--- config.mk ---
export PLATFORM = sky130hd
export DESIGN_NAME = serial_led_command_decoder
export DESIGN_NICKNAME = d
export VERILOG_FILES = /design/src/design/slcd_pkg.sv /design/src/design/serial_led_command_decoder.sv /design/src/design/slcd_decode.sv
export SDC_FILE = /design/constraint.sdc
export NUM_CORES = 1
export LEC_CHECK = 0
export ABC_AREA = 1
export BUFFER_PORTS_ARGS = -buffer_cell sky130_fd_sc_hd__buf_2
export CORE_ASPECT_RATIO = 0.8
export CORE_MARGIN = 4
export CORE_UTILIZATION = 30
export CTS_CLUSTER_DIAMETER = 200
export CTS_CLUSTER_SIZE = 14
export DETAILED_ROUTE_END_ITERATION = 10
export HOLD_SLACK_MARGIN = 0.05
export PLACE_DENSITY = 0.47
export SYNTH_ARGS = -nofsm -noshare
export SYNTH_HDL_FRONTEND = slang
export SYNTH_SLANG_ARGS = --single-unit
--- constraint.sdc ---
create_clock -name clock -period 5.14 [get_ports clock]
set_clock_uncertainty 0.05 [all_clocks]
set_input_delay 0.257 -clock clock [delete_from_list [all_inputs] [get_ports clock]]
set_output_delay 0.257 -clock clock [all_outputs]
set_load 0.02 [all_outputs]
--- src/design/slcd_pkg.sv ---
// ----------------------------------------------------------------------------
// slcd_pkg
// shared codes, character constants and structures of the serial led
// command decoder
// ----------------------------------------------------------------------------
package slcd_pkg;

   // parse modes
   localparam logic [1:0] MODE_IDLE    = 2'd0;
   localparam logic [1:0] MODE_SETTING = 2'd1;
   localparam logic [1:0] MODE_TEXT    = 2'd2;

   // result commands
   localparam logic [2:0] CMD_BRIGHTNESS = 3'd0;
   localparam logic [2:0] CMD_COLOR      = 3'd1;
   localparam logic [2:0] CMD_INCREMENT  = 3'd2;
   localparam logic [2:0] CMD_SCROLL     = 3'd3;
   localparam logic [2:0] CMD_TEST       = 3'd4;
   localparam logic [2:0] CMD_APPEND     = 3'd5;

   // colour channels
   localparam logic [1:0] CHAN_RED   = 2'd0;
   localparam logic [1:0] CHAN_GREEN = 2'd1;
   localparam logic [1:0] CHAN_BLUE  = 2'd2;

   // received characters of interest
   localparam logic [7:0] CHAR_SETTING = 8'h11;
   localparam logic [7:0] CHAR_TEXT    = 8'h12;
   localparam logic [7:0] CHAR_LF      = 8'h0A;
   localparam logic [7:0] CHAR_CR      = 8'h0D;
   localparam logic [7:0] CHAR_K       = 8'h6B;
   localparam logic [7:0] CHAR_R       = 8'h72;
   localparam logic [7:0] CHAR_G       = 8'h67;
   localparam logic [7:0] CHAR_B       = 8'h62;
   localparam logic [7:0] CHAR_I       = 8'h69;
   localparam logic [7:0] CHAR_S       = 8'h73;
   localparam logic [7:0] CHAR_T       = 8'h74;
   localparam logic [7:0] CHAR_ZERO    = 8'h30;
   localparam logic [7:0] CHAR_NINE    = 8'h39;
   localparam logic [7:0] PRINT_LOW    = 8'h20;
   localparam logic [7:0] PRINT_HIGH   = 8'h7E;

   // setting line characters kept
   localparam int SETTING_MAX = 15;

   typedef struct packed {
      logic [1:0]  mode;
      logic        line_k;
      logic        digits_ended;
      logic [31:0] accum;
      logic [31:0] brightness;
      logic        increment_on;
      logic        scroll_on;
      logic        test_on;
   } state_type;

   typedef struct packed {
      logic        valid;
      logic [2:0]  command;
      logic [31:0] brightness_value;
      logic [1:0]  color_channel;
      logic [7:0]  color_level;
      logic        flag_value;
      logic [6:0]  text_char;
      logic [4:0]  text_length;
   } result_type;

endpackage

--- src/design/serial_led_command_decoder.sv ---
// ----------------------------------------------------------------------------
// serial_led_command_decoder
// parses received serial characters into led commands: colour, brightness,
// flag toggles and text appends
// ----------------------------------------------------------------------------
//
//  channel   direction  handshake              payload
//  req_      in         req_valid / req_stall  req_rx_char
//  rsp_      out        rsp_valid / rsp_stall  rsp_command, rsp_brightness_value,
//                                              rsp_color_channel, rsp_color_level,
//                                              rsp_flag_value, rsp_text_char,
//                                              rsp_text_length
//
//  one beat per cycle in and out while rsp is not stalled; a character waits
//  in the input register, is decoded and updates the parser state as it
//  leaves, and its result (if any) appears the cycle after
//  a req beat passes the input register and then the result register on its
//  way to rsp; the parser state update is the loop that sets the rate
//  reset is synchronous and clears the parser to idle with brightness 0
//  a stalled rsp beat that is waiting stops the decode stage, and req_stall
//  follows while the input register is full
//
module serial_led_command_decoder #(
   parameter int TEXT_CAPACITY = 16
) (
   input  logic        clock,
   input  logic        reset,
   input  logic        req_valid,
   output logic        req_stall,
   input  logic [7:0]  req_rx_char,
   output logic        rsp_valid,
   input  logic        rsp_stall,
   output logic [2:0]  rsp_command,
   output logic [31:0] rsp_brightness_value,
   output logic [1:0]  rsp_color_channel,
   output logic [7:0]  rsp_color_level,
   output logic        rsp_flag_value,
   output logic [6:0]  rsp_text_char,
   output logic [4:0]  rsp_text_length
);

   // count must hold the text capacity, the setting limit and a 5-bit length
   localparam int CNT_W = ($clog2(TEXT_CAPACITY + 1) > 5) ? $clog2(TEXT_CAPACITY + 1) : 5;

   // input register
   logic                 in_vld_ff, in_vld_in;
   logic [7:0]           rx_ff;

   // parser state
   slcd_pkg::state_type  state_ff, state_in;
   logic [CNT_W-1:0]     count_ff, count_in;

   // result register
   logic                 out_vld_ff, out_vld_in;
   slcd_pkg::result_type res_ff;
   slcd_pkg::result_type res_in;

   logic                 out_free;
   logic                 fire;
   logic                 accept;

   // decode fires when the input register is full and the result slot is free or being emptied
   assign out_free  = !out_vld_ff || !rsp_stall;
   assign fire      = in_vld_ff && out_free;
   assign req_stall = in_vld_ff && !fire;
   assign accept    = req_valid && !req_stall;

   slcd_decode #(
      .TEXT_CAPACITY (TEXT_CAPACITY),
      .CNT_W         (CNT_W)
   ) u_decode (
      .rx_char    (rx_ff),
      .state      (state_ff),
      .count      (count_ff),
      .state_next (state_in),
      .count_next (count_in),
      .result     (res_in)
   );

   always_comb begin
      in_vld_in = in_vld_ff;
      if (accept) begin
         in_vld_in = 1'b1;
      end else if (fire) begin
         in_vld_in = 1'b0;
      end
   end

   always_comb begin
      out_vld_in = out_vld_ff;
      if (fire) begin
         out_vld_in = res_in.valid;
      end else if (!rsp_stall) begin
         out_vld_in = 1'b0;
      end
   end

   // control state
   always_ff @(posedge clock) begin
      if (reset) begin
         in_vld_ff  <= 1'b0;
         out_vld_ff <= 1'b0;
         state_ff   <= '{mode: slcd_pkg::MODE_IDLE, default: '0};
         count_ff   <= '0;
      end else begin
         in_vld_ff  <= in_vld_in;
         out_vld_ff <= out_vld_in;
         if (fire) begin
            state_ff <= state_in;
            count_ff <= count_in;
         end
      end
   end

   // payload
   always_ff @(posedge clock) begin
      if (accept) begin
         rx_ff <= req_rx_char;
      end
      if (fire && res_in.valid) begin
         res_ff <= res_in;
      end
   end

   assign rsp_valid            = out_vld_ff;
   assign rsp_command          = res_ff.command;
   assign rsp_brightness_value = res_ff.brightness_value;
   assign rsp_color_channel    = res_ff.color_channel;
   assign rsp_color_level      = res_ff.color_level;
   assign rsp_flag_value       = res_ff.flag_value;
   assign rsp_text_char        = res_ff.text_char;
   assign rsp_text_length      = res_ff.text_length;

   // reset leaves the parser idle at zero brightness
   assert property (@(posedge clock)
      reset |=> (state_ff.mode == slcd_pkg::MODE_IDLE) && (state_ff.brightness == 32'd0))
      else $error("parser not cleared by reset");

   // a waiting result always carries the brightness the parser holds
   assert property (@(posedge clock) disable iff (reset)
      rsp_valid |-> (rsp_brightness_value == state_ff.brightness))
      else $error("result brightness differs from parser brightness");

   // an append result reports the current text length
   assert property (@(posedge clock) disable iff (reset)
      (rsp_valid && (rsp_command == slcd_pkg::CMD_APPEND))
         |-> (rsp_text_length == count_ff[4:0]))
      else $error("append length differs from text count");

   // a decoded result is presented the next cycle
   assert property (@(posedge clock) disable iff (reset)
      (fire && res_in.valid) |=> rsp_valid)
      else $error("decoded result lost");

endmodule

--- src/design/slcd_decode.sv ---
// ----------------------------------------------------------------------------
// slcd_decode
// next state and result of the command parser for one received character
// ----------------------------------------------------------------------------
module slcd_decode #(
   parameter int TEXT_CAPACITY = 16,
   parameter int CNT_W         = 5
) (
   input  logic [7:0]               rx_char,
   input  slcd_pkg::state_type      state,
   input  logic [CNT_W-1:0]         count,
   output slcd_pkg::state_type      state_next,
   output logic [CNT_W-1:0]         count_next,
   output slcd_pkg::result_type     result
);

   logic [35:0]      scaled;
   logic [CNT_W-1:0] count_inc;
   logic             is_digit;
   logic             is_print;

   // accum * 10 + digit as two shifts and two adds
   assign scaled    = {1'b0, state.accum, 3'b000} + {3'b000, state.accum, 1'b0}
                    + {32'd0, rx_char[3:0]};
   assign count_inc = count + CNT_W'(1);
   assign is_digit  = (rx_char >= slcd_pkg::CHAR_ZERO) && (rx_char <= slcd_pkg::CHAR_NINE);
   assign is_print  = (rx_char >= slcd_pkg::PRINT_LOW) && (rx_char <= slcd_pkg::PRINT_HIGH);

   always_comb begin
      state_next = state;
      count_next = count;
      result     = '0;
      result.brightness_value = state.brightness;

      unique case (state.mode)
         slcd_pkg::MODE_SETTING: begin
            unique case (rx_char) inside
               slcd_pkg::CHAR_LF, slcd_pkg::CHAR_CR: begin
                  state_next.mode = slcd_pkg::MODE_IDLE;
                  if (state.line_k) begin
                     state_next.brightness   = state.accum;
                     result.valid            = 1'b1;
                     result.command          = slcd_pkg::CMD_BRIGHTNESS;
                     result.brightness_value = state.accum;
                  end
               end
               slcd_pkg::CHAR_R, slcd_pkg::CHAR_G, slcd_pkg::CHAR_B: begin
                  state_next.mode    = slcd_pkg::MODE_IDLE;
                  result.valid       = 1'b1;
                  result.command     = slcd_pkg::CMD_COLOR;
                  result.color_level = state.brightness[7:0];
                  if (rx_char == slcd_pkg::CHAR_R) begin
                     result.color_channel = slcd_pkg::CHAN_RED;
                  end else if (rx_char == slcd_pkg::CHAR_G) begin
                     result.color_channel = slcd_pkg::CHAN_GREEN;
                  end else begin
                     result.color_channel = slcd_pkg::CHAN_BLUE;
                  end
               end
               slcd_pkg::CHAR_I: begin
                  state_next.mode         = slcd_pkg::MODE_IDLE;
                  state_next.increment_on = ~state.increment_on;
                  result.valid            = 1'b1;
                  result.command          = slcd_pkg::CMD_INCREMENT;
                  result.flag_value       = ~state.increment_on;
               end
               slcd_pkg::CHAR_S: begin
                  state_next.mode      = slcd_pkg::MODE_IDLE;
                  state_next.scroll_on = ~state.scroll_on;
                  result.valid         = 1'b1;
                  result.command       = slcd_pkg::CMD_SCROLL;
                  result.flag_value    = ~state.scroll_on;
               end
               slcd_pkg::CHAR_T: begin
                  state_next.mode    = slcd_pkg::MODE_IDLE;
                  state_next.test_on = ~state.test_on;
                  result.valid       = 1'b1;
                  result.command     = slcd_pkg::CMD_TEST;
                  result.flag_value  = ~state.test_on;
               end
               default: begin
                  // characters past the line limit are dropped
                  if (count < CNT_W'(slcd_pkg::SETTING_MAX)) begin
                     if (count == '0) begin
                        state_next.line_k = (rx_char == slcd_pkg::CHAR_K);
                     end else if (state.line_k && !state.digits_ended) begin
                        if (is_digit) begin
                           state_next.accum = (scaled[35:32] != 4'd0) ? 32'hFFFF_FFFF
                                                                     : scaled[31:0];
                        end else begin
                           state_next.digits_ended = 1'b1;
                        end
                     end
                     count_next = count_inc;
                  end
               end
            endcase
         end
         slcd_pkg::MODE_TEXT: begin
            if ((rx_char == slcd_pkg::CHAR_LF) || (rx_char == slcd_pkg::CHAR_CR)) begin
               state_next.mode = slcd_pkg::MODE_IDLE;
            end else if (is_print && (count < CNT_W'(TEXT_CAPACITY))) begin
               count_next         = count_inc;
               result.valid       = 1'b1;
               result.command     = slcd_pkg::CMD_APPEND;
               result.text_char   = rx_char[6:0];
               result.text_length = count_inc[4:0];
            end
         end
         default: begin
            // idle, and the unused mode code behaves as idle
            if (rx_char == slcd_pkg::CHAR_SETTING) begin
               state_next.mode         = slcd_pkg::MODE_SETTING;
               state_next.line_k       = 1'b0;
               state_next.digits_ended = 1'b0;
               state_next.accum        = '0;
               count_next              = '0;
            end else if (rx_char == slcd_pkg::CHAR_TEXT) begin
               state_next.mode = slcd_pkg::MODE_TEXT;
               count_next      = '0;
            end else begin
               state_next.mode = slcd_pkg::MODE_IDLE;
            end
         end
      endcase
   end

endmodule
==> results.py, run 1 <==
metrics = {
    "setup_path": {
        "end_kind": "flip-flop",
        "crit_required_ns": 5.39,
        "start_kind": "flip-flop",
        "crit_type": "flip-flop to flip-flop",
        "crit_arrival_ns": 4.04,
        "crit_fanout": 17,
    },
    "finish": {
        "design_area_um2": 10200,
        "fill_cells": 3102,
        "nets": 1340,
        "mostFrequentLayoutCells": "346 x nand2_1, 170 x inv_1, 102 x nor2_1, 86 x a21oi_1, 78 x dfxtp_1",
        "stdcell_count": 1642,
        "drive_above_1_share": 0.122,
        "antenna_cells": 0,
        "final_common_cell": "nand2_1",
        "syn2layout_area_growth_pct": 15.4,
    },
    "pwr": {
        "p_sw_frac": 0.234,
        "p_clk_frac": 0.489,
        "leakagePower_uw": 0.00485,
        "p_per_area_nw_per_um2": 251,
        "p_int_uw": 1970,
        "power_frac_seq": 0.471,
        "netSwitchingPower_uw": 601,
        "peakVddDrop_mv": 0.228,
        "pwr-share-comb": 0.040,
    },
    "outcome": {
        "outcome": "finished, final reports clean",
    },
    "job": {
        "cap_violations": 0,
    },
    "sta": {
        "fmax_mhz": 264,
        "hold_viol": 0,
        "rsz0062_at_grt": "no",
        "fin_setup_tns_ns": 0,
        "slew_headroom": 0.246,
        "tightest_slew_ns": 1.13,
        "finalCriticalPeriod_ns": 3.78,
        "setup-violations-final": 0,
        "drv_slew": 0,
        "finalCritPeriodShare": 0.736,
    },
    "drt": {
        "vias_per_cell": 4.53,
        "drc": 0,
        "wl_per_cell_um": 14.4,
        "postRouteAntennaNets": 0,
        "finalWirelength_um": 23700,
        "num_vias": 7432,
        "drt_iter0_markers": 462,
        "dr.pass1.iters": 5,
    },
    "global_routing": {
        "grt_use_met3": 0.0304,
        "grt_max_degree": 67,
        "grt_pass1_vias": 7136,
        "grt_util_met2": 0.200,
        "grt_pass1_wl_um": 38700,
        "top_usage_layer": "met1",
        "grt_overflow": 0,
        "antenna_found_initial": 0,
        "track_usage": 0.151,
        "grt_util_met1": 0.246,
    },
    "placement": {
        "placedCellCount": 1601,
        "dpl_cell_area_um2": 9530,
        "port_buffers": 71,
        "hpwl_um": 17600,
        "gp_congestion": 0.915,
    },
    "clock_network": {
        "root_buffer": "clkbuf_16",
        "numCtsBuffers": 17,
        "ctsResizeCount": 0,
        "cts_max_path_buffers": 2,
        "cts.htree.levels": 4,
        "cts_tree": "done",
        "clkTransAtPathRegs_ns": 0.07,
        "cts_sinks": 144,
        "post-cts-setup-buffers": 0,
        "clk_latency_ns": 0.44,
    },
    "floorplan": {
        "core_area_um2": 28700,
        "die_h_um": 162,
        "initial_utilization": 0.308,
        "io_pins": 72,
        "die-area_um2": 32300,
        "chipWidth_um": 200,
        "rows": 55,
    },
    "synthesis": {
        "synth_cell_types": 40,
        "syn-num-nets": 1272,
        "synth.avg_cell_area_um2": 7.43,
        "ys_seq_elements": 144,
        "synth_seq_area_share": 0.400,
        "synthCells": 1191,
        "syn-cell-area_um2": 8850,
        "ys_warn_count": 0,
    },
    "min_path": {
        "hp-class": "input port to flip-flop",
    },
}
## power by group through the flow
stage,clock [uW],sequential (uW),combinational [uW]
after floorplan,0,1230,69.1
after global placement,0,1230,99.3
after detailed placement,0,1230,98.6
after CTS,1300,1210,104
after global routing,1350,1210,117
final,1260,1210,103
## through the flow
step / total power, uW / worst slack, ns / util / hold WS, ns
after floorplan: 1300 / 2.06 / - / 0.306
after global placement: 1330 / 1.43 / 0.332 / 0.385
after detailed placement: 1330 / 1.38 / 0.332 / 0.386
after CTS: 2610 / 1.36 / 0.356 / 0.0858
after global routing: 2670 / 1.01 / 0.356 / 0.111
final: 2570 / 1.36 / 0.356 / 0.103
## cells in the mapped netlist, drive strengths merged
master	instances	area (um2)
fa	2	40.0
o211ai	2	15.0
nand3	53	275
edfxtp	66	1980
a211oi	3	22.5
o2111ai	1	8.76
and2	1	6.26
o21a	1	7.51
nor3	8	45.0
xnor2	15	131
nor2	109	437
buf	19	129
clkinv	1	3.75
inv	179	672
a21oi	105	597
a22oi	1	7.51
nand2	353	1350
nand3b	7	52.6
o22ai	2	12.5
xor2	7	61.3
o21ai	77	385
nand4	8	71.3
dfxtp	78	1560
a21o	2	15.0
clkbuf	17	63.8
o21bai	6	45.0
ha	67	838
nor4	1	21.3
## path summary, 6_finish.rpt
check	depth (start not counted)	startpoint	slack, ns	endpoint
worst min-delay path	3	rsp_stall	0.10	rsp_valid
worst max register to register	19	rx_ff[2]	1.36	state_ff[39]
worst max-delay path	19	rx_ff[2]	1.36	state_ff[39]
worst min register to register	2	state_ff[17]	0.40	state_ff[17]
## cell families (layout without fill, tap and decap cells)
family / after synthesis / count (layout) / share of synthesized area
DFF: 144 / 144 / 0.400
AOI/OAI and AO/OA: 200 / 200 / 0.126
adders and majority gates: 69 / 69 / 0.0992
xor gates and xnor gates: 22 / 22 / 0.0218
and+or+nand+nor: 540 / 540 / 0.255
buffers and inverters: 216 / 297 / 0.0981
## cell type report
class                   count  area (um2)  area share
repair buffers             85         483      0.0473
clock buffers              22         495      0.0485
multi-input cells         831        4450       0.436
well taps                 370         463      0.0453
inverters                 180         676      0.0661
flip-flops and latches    144        3540       0.347
clock inverters            10         100     0.00980
## flip-flops by register name, summed over array words and instances (netlist names)
signal                cells
state_ff                 71
rsp_brightness_value     32
rsp_color_level           8
rx_ff                     8
rsp_text_char             7
count_ff                  5
rsp_text_length           5
rsp_command               3
rsp_color_channel         2
in_vld_ff                 1
rsp_flag_value            1
rsp_valid                 1
## repair_timing
item	4_1_cts	5_1_grt
hold endpoints to repair	9	0
endpoints found under the setup margin	0	0
hold buffers	9	0
## worst max-delay path: stages (launching register included)
cell and delay (ns):
edfxtp_1 0.47, ha_1 0.32, ha_1 0.23, inv_1 0.10, fa_1 0.40, inv_1 0.07
nand2_1 0.06, nand2_1 0.10, nand3_1 0.08, nand2_1 0.13, nand2_1 0.07, nand2_1 0.12
nand2_1 0.08, nand3_1 0.07, nand2_1 0.06, nor2_2 0.59, buf_4 0.36, nand3_1 0.12
nand2_1 0.12, a21oi_2 0.05
## metal layers
metal | share of wire | vias to the layer above
met5 | 0 | -
met4 | 0.0097 | 0
met3 | 0.038 | 14
met2 | 0.37 | 119
met1 | 0.58 | 3348
li1 | - | 3951
Power figures use the tool's default switching activity.
==> run 2: changes to the inputs <==
==> constraint.sdc (replaced) <==
create_clock -name clock -period 3.5 [get_ports clock]
set_clock_uncertainty 0.05 [all_clocks]
set_input_delay 0.175 -clock clock [delete_from_list [all_inputs] [get_ports clock]]
set_output_delay 0.175 -clock clock [all_outputs]
set_load 0.02 [all_outputs]
==> run 2 against run 1 <==
- wire length grew 0.63%
- critical path depth is the same
- worst setup slack got worse by 0.99 ns
- sequential share of layout area is 0.44 points lower
- sequential power is 47% higher
- count of clock-buffer cells in the layout fell by 1
- critical path type unchanged
- largest cell class unchanged
- highest routed layer unchanged
==> results.py, run 2 (synthesized netlist as in run 1, its figures left out) <==
metrics = {
    "outcome": {
        "outcome": "finished, final reports clean",
    },
    "global_routing": {
        "grt_pass1_vias": 7394,
        "grt_pass1_wl_um": 39500,
        "track_usage": 0.152,
        "grt_overflow": 0,
        "grt_max_degree": 66,
        "antenna_found_initial": 0,
    },
    "setup_path": {
        "crit_path_start": "rx_ff[2]",
        "crit_type": "flip-flop to flip-flop",
        "crit_required_ns": 3.74,
        "end_kind": "flip-flop",
        "slowest_stage": "edfxtp_1",
        "worst_r2r_endpoint": "state_ff[38]",
        "rr_startpoint": "rx_ff[2]",
        "r2r_setup_slack_ns": 0.36,
        "crit_top_cell": "nand2_1",
        "crit_fanout": 21,
        "crit_arrival_ns": 3.37,
        "start_kind": "flip-flop",
        "cp_cell_sequence": "ha_1 -> ha_1 -> inv_1 -> fa_1 -> inv_1 -> nand2_1 -> nand2_1 -> nand3_1 -> nand2_1 -> nand2_1 -> nand2_1 -> nand2_1 -> nand3_1 -> nand2_1 -> nor2_2 -> buf_6 -> nand3_1 -> nand2_1 -> a21oi_2",
        "reg2reg_depth": 19,
        "cpPeakStageDelay_ns": 0.46,
        "crit_path_end": "state_ff[38]",
        "crit_family": "simple AND/OR/NAND/NOR gates",
        "cp_num_cells": 19,
        "cp_num_buf_inv": 3,
    },
    "pwr": {
        "p_clk_frac": 0.498,
        "power_frac_seq": 0.462,
        "p_per_area_nw_per_um2": 372,
        "netSwitchingPower_uw": 866,
        "peakVddDrop_mv": 0.315,
        "pwr-share-comb": 0.041,
        "p_int_uw": 2980,
        "leakagePower_uw": 0.00492,
        "p_sw_frac": 0.225,
    },
    "placement": {
        "gp_congestion": 0.921,
        "port_buffers": 71,
        "hpwl_um": 17900,
    },
    "finish": {
        "nets": 1351,
        "syn2layout_area_growth_pct": 16.9,
        "utilization": 0.361,
        "drive_above_1_share": 0.127,
        "mostFrequentLayoutCells": "346 x nand2_1, 170 x inv_1, 102 x nor2_1, 86 x a21oi_1, 78 x dfxtp_1",
        "final_common_cell": "nand2_1",
        "top_register": "state_ff",
        "antenna_cells": 0,
        "largest_reg_flops": 71,
        "fill_cells": 3050,
    },
    "clock_network": {
        "numCtsBuffers": 17,
        "cts_max_path_buffers": 2,
        "cts_tree": "done",
        "cts_sinks": 144,
        "root_buffer": "clkbuf_16",
        "clkTransAtPathRegs_ns": 0.06,
        "clk_latency_ns": 0.43,
        "cts.htree.levels": 4,
    },
    "drt": {
        "dr.pass1.iters": 5,
        "finalWirelength_um": 23800,
        "postRouteAntennaNets": 0,
        "drt_iter0_markers": 475,
        "vias_per_cell": 4.54,
        "num_vias": 7503,
        "wl_per_cell_um": 14.4,
        "drc": 0,
    },
    "sta": {
        "hold_viol": 0,
        "setup-violations-final": 0,
        "drv_slew": 0,
        "finalCriticalPeriod_ns": 3.14,
        "finalCritPeriodShare": 0.897,
        "fin_setup_tns_ns": 0,
        "tightest_slew_ns": 1.10,
        "rsz0062_at_grt": "no",
        "slew_headroom": 0.268,
        "fmax_mhz": 319,
    },
    "floorplan": {
        "chipWidth_um": 200,
        "initial_utilization": 0.308,
        "die_h_um": 162,
        "core_area_um2": 28700,
        "rows": 55,
        "die-area_um2": 32300,
        "io_pins": 72,
    },
    "job": {
        "cap_violations": 0,
    },
    "min_path": {
        "hp-class": "input port to flip-flop",
    },
}
-- run 2: layer usage --
layer	GRT usage	share of wire	wire length, um
met5	0	0	0
met4	0.0410	0.013	303
met3	0.0307	0.047	1120
met2	0.204	0.37	8920
met1	0.243	0.57	13500
-- run 2: cell type report --
class	count	area, um2	share of cell area
well taps	370	463	0.0447
flip-flops and latches	144	3540	0.342
inverters	180	676	0.0653
repair buffers	96	601	0.0580
multi-input cells	831	4450	0.430
clock buffers	21	462	0.0446
clock inverters	11	154	0.0149
-- run 2: power groups by stage --
stage	logic (uW)	registers [uW]	clock network [uW]
5_1_grt	177	1780	2030
3_5_place_dp	145	1810	0
6_report	156	1780	1920
2_1_floorplan	101	1810	0
3_3_place_gp	146	1810	0
4_1_cts	154	1780	1960
-- run 2: worst min-delay path: stages --
cell	delay [ns]
buf_2	0.10
buf_4	0.32
nor2_1	0.16
-- run 2: per-stage QoR --
step,hold slack (ns),instances,instance area (um2),setup WS (ns),total power [uW]
floorplan,0.224,1191,8850,0.422,1910
global placement,0.304,1609,9610,0.398,1960
detailed placement,0.308,1609,9610,0.283,1960
CTS,0.315,1651,10300,0.268,3890
global route,0.340,1653,10300,0.0101,3980
finish,0.323,1653,10300,0.362,3850
-- run 2: timing repair --
action                                  4_1_cts  5_1_grt
hold buffers                                 10        0
buffers inserted                              0        2
hold endpoints to repair                     10        0
gates resized for setup                       0        2
endpoints found under the setup margin        0       22
-- run 2: worst min-delay path by stage --
stage,from,end,slack (ns),depth (start not counted)
floorplan,req_rx_char[0],rx_ff[0],0.22,0
global route,reset,count_ff[4],0.34,3
finish,reset,count_ff[4],0.32,3
global placement,req_rx_char[6],rx_ff[6],0.30,1
detailed placement,req_rx_char[0],rx_ff[0],0.31,1
CTS,reset,count_ff[1],0.32,3
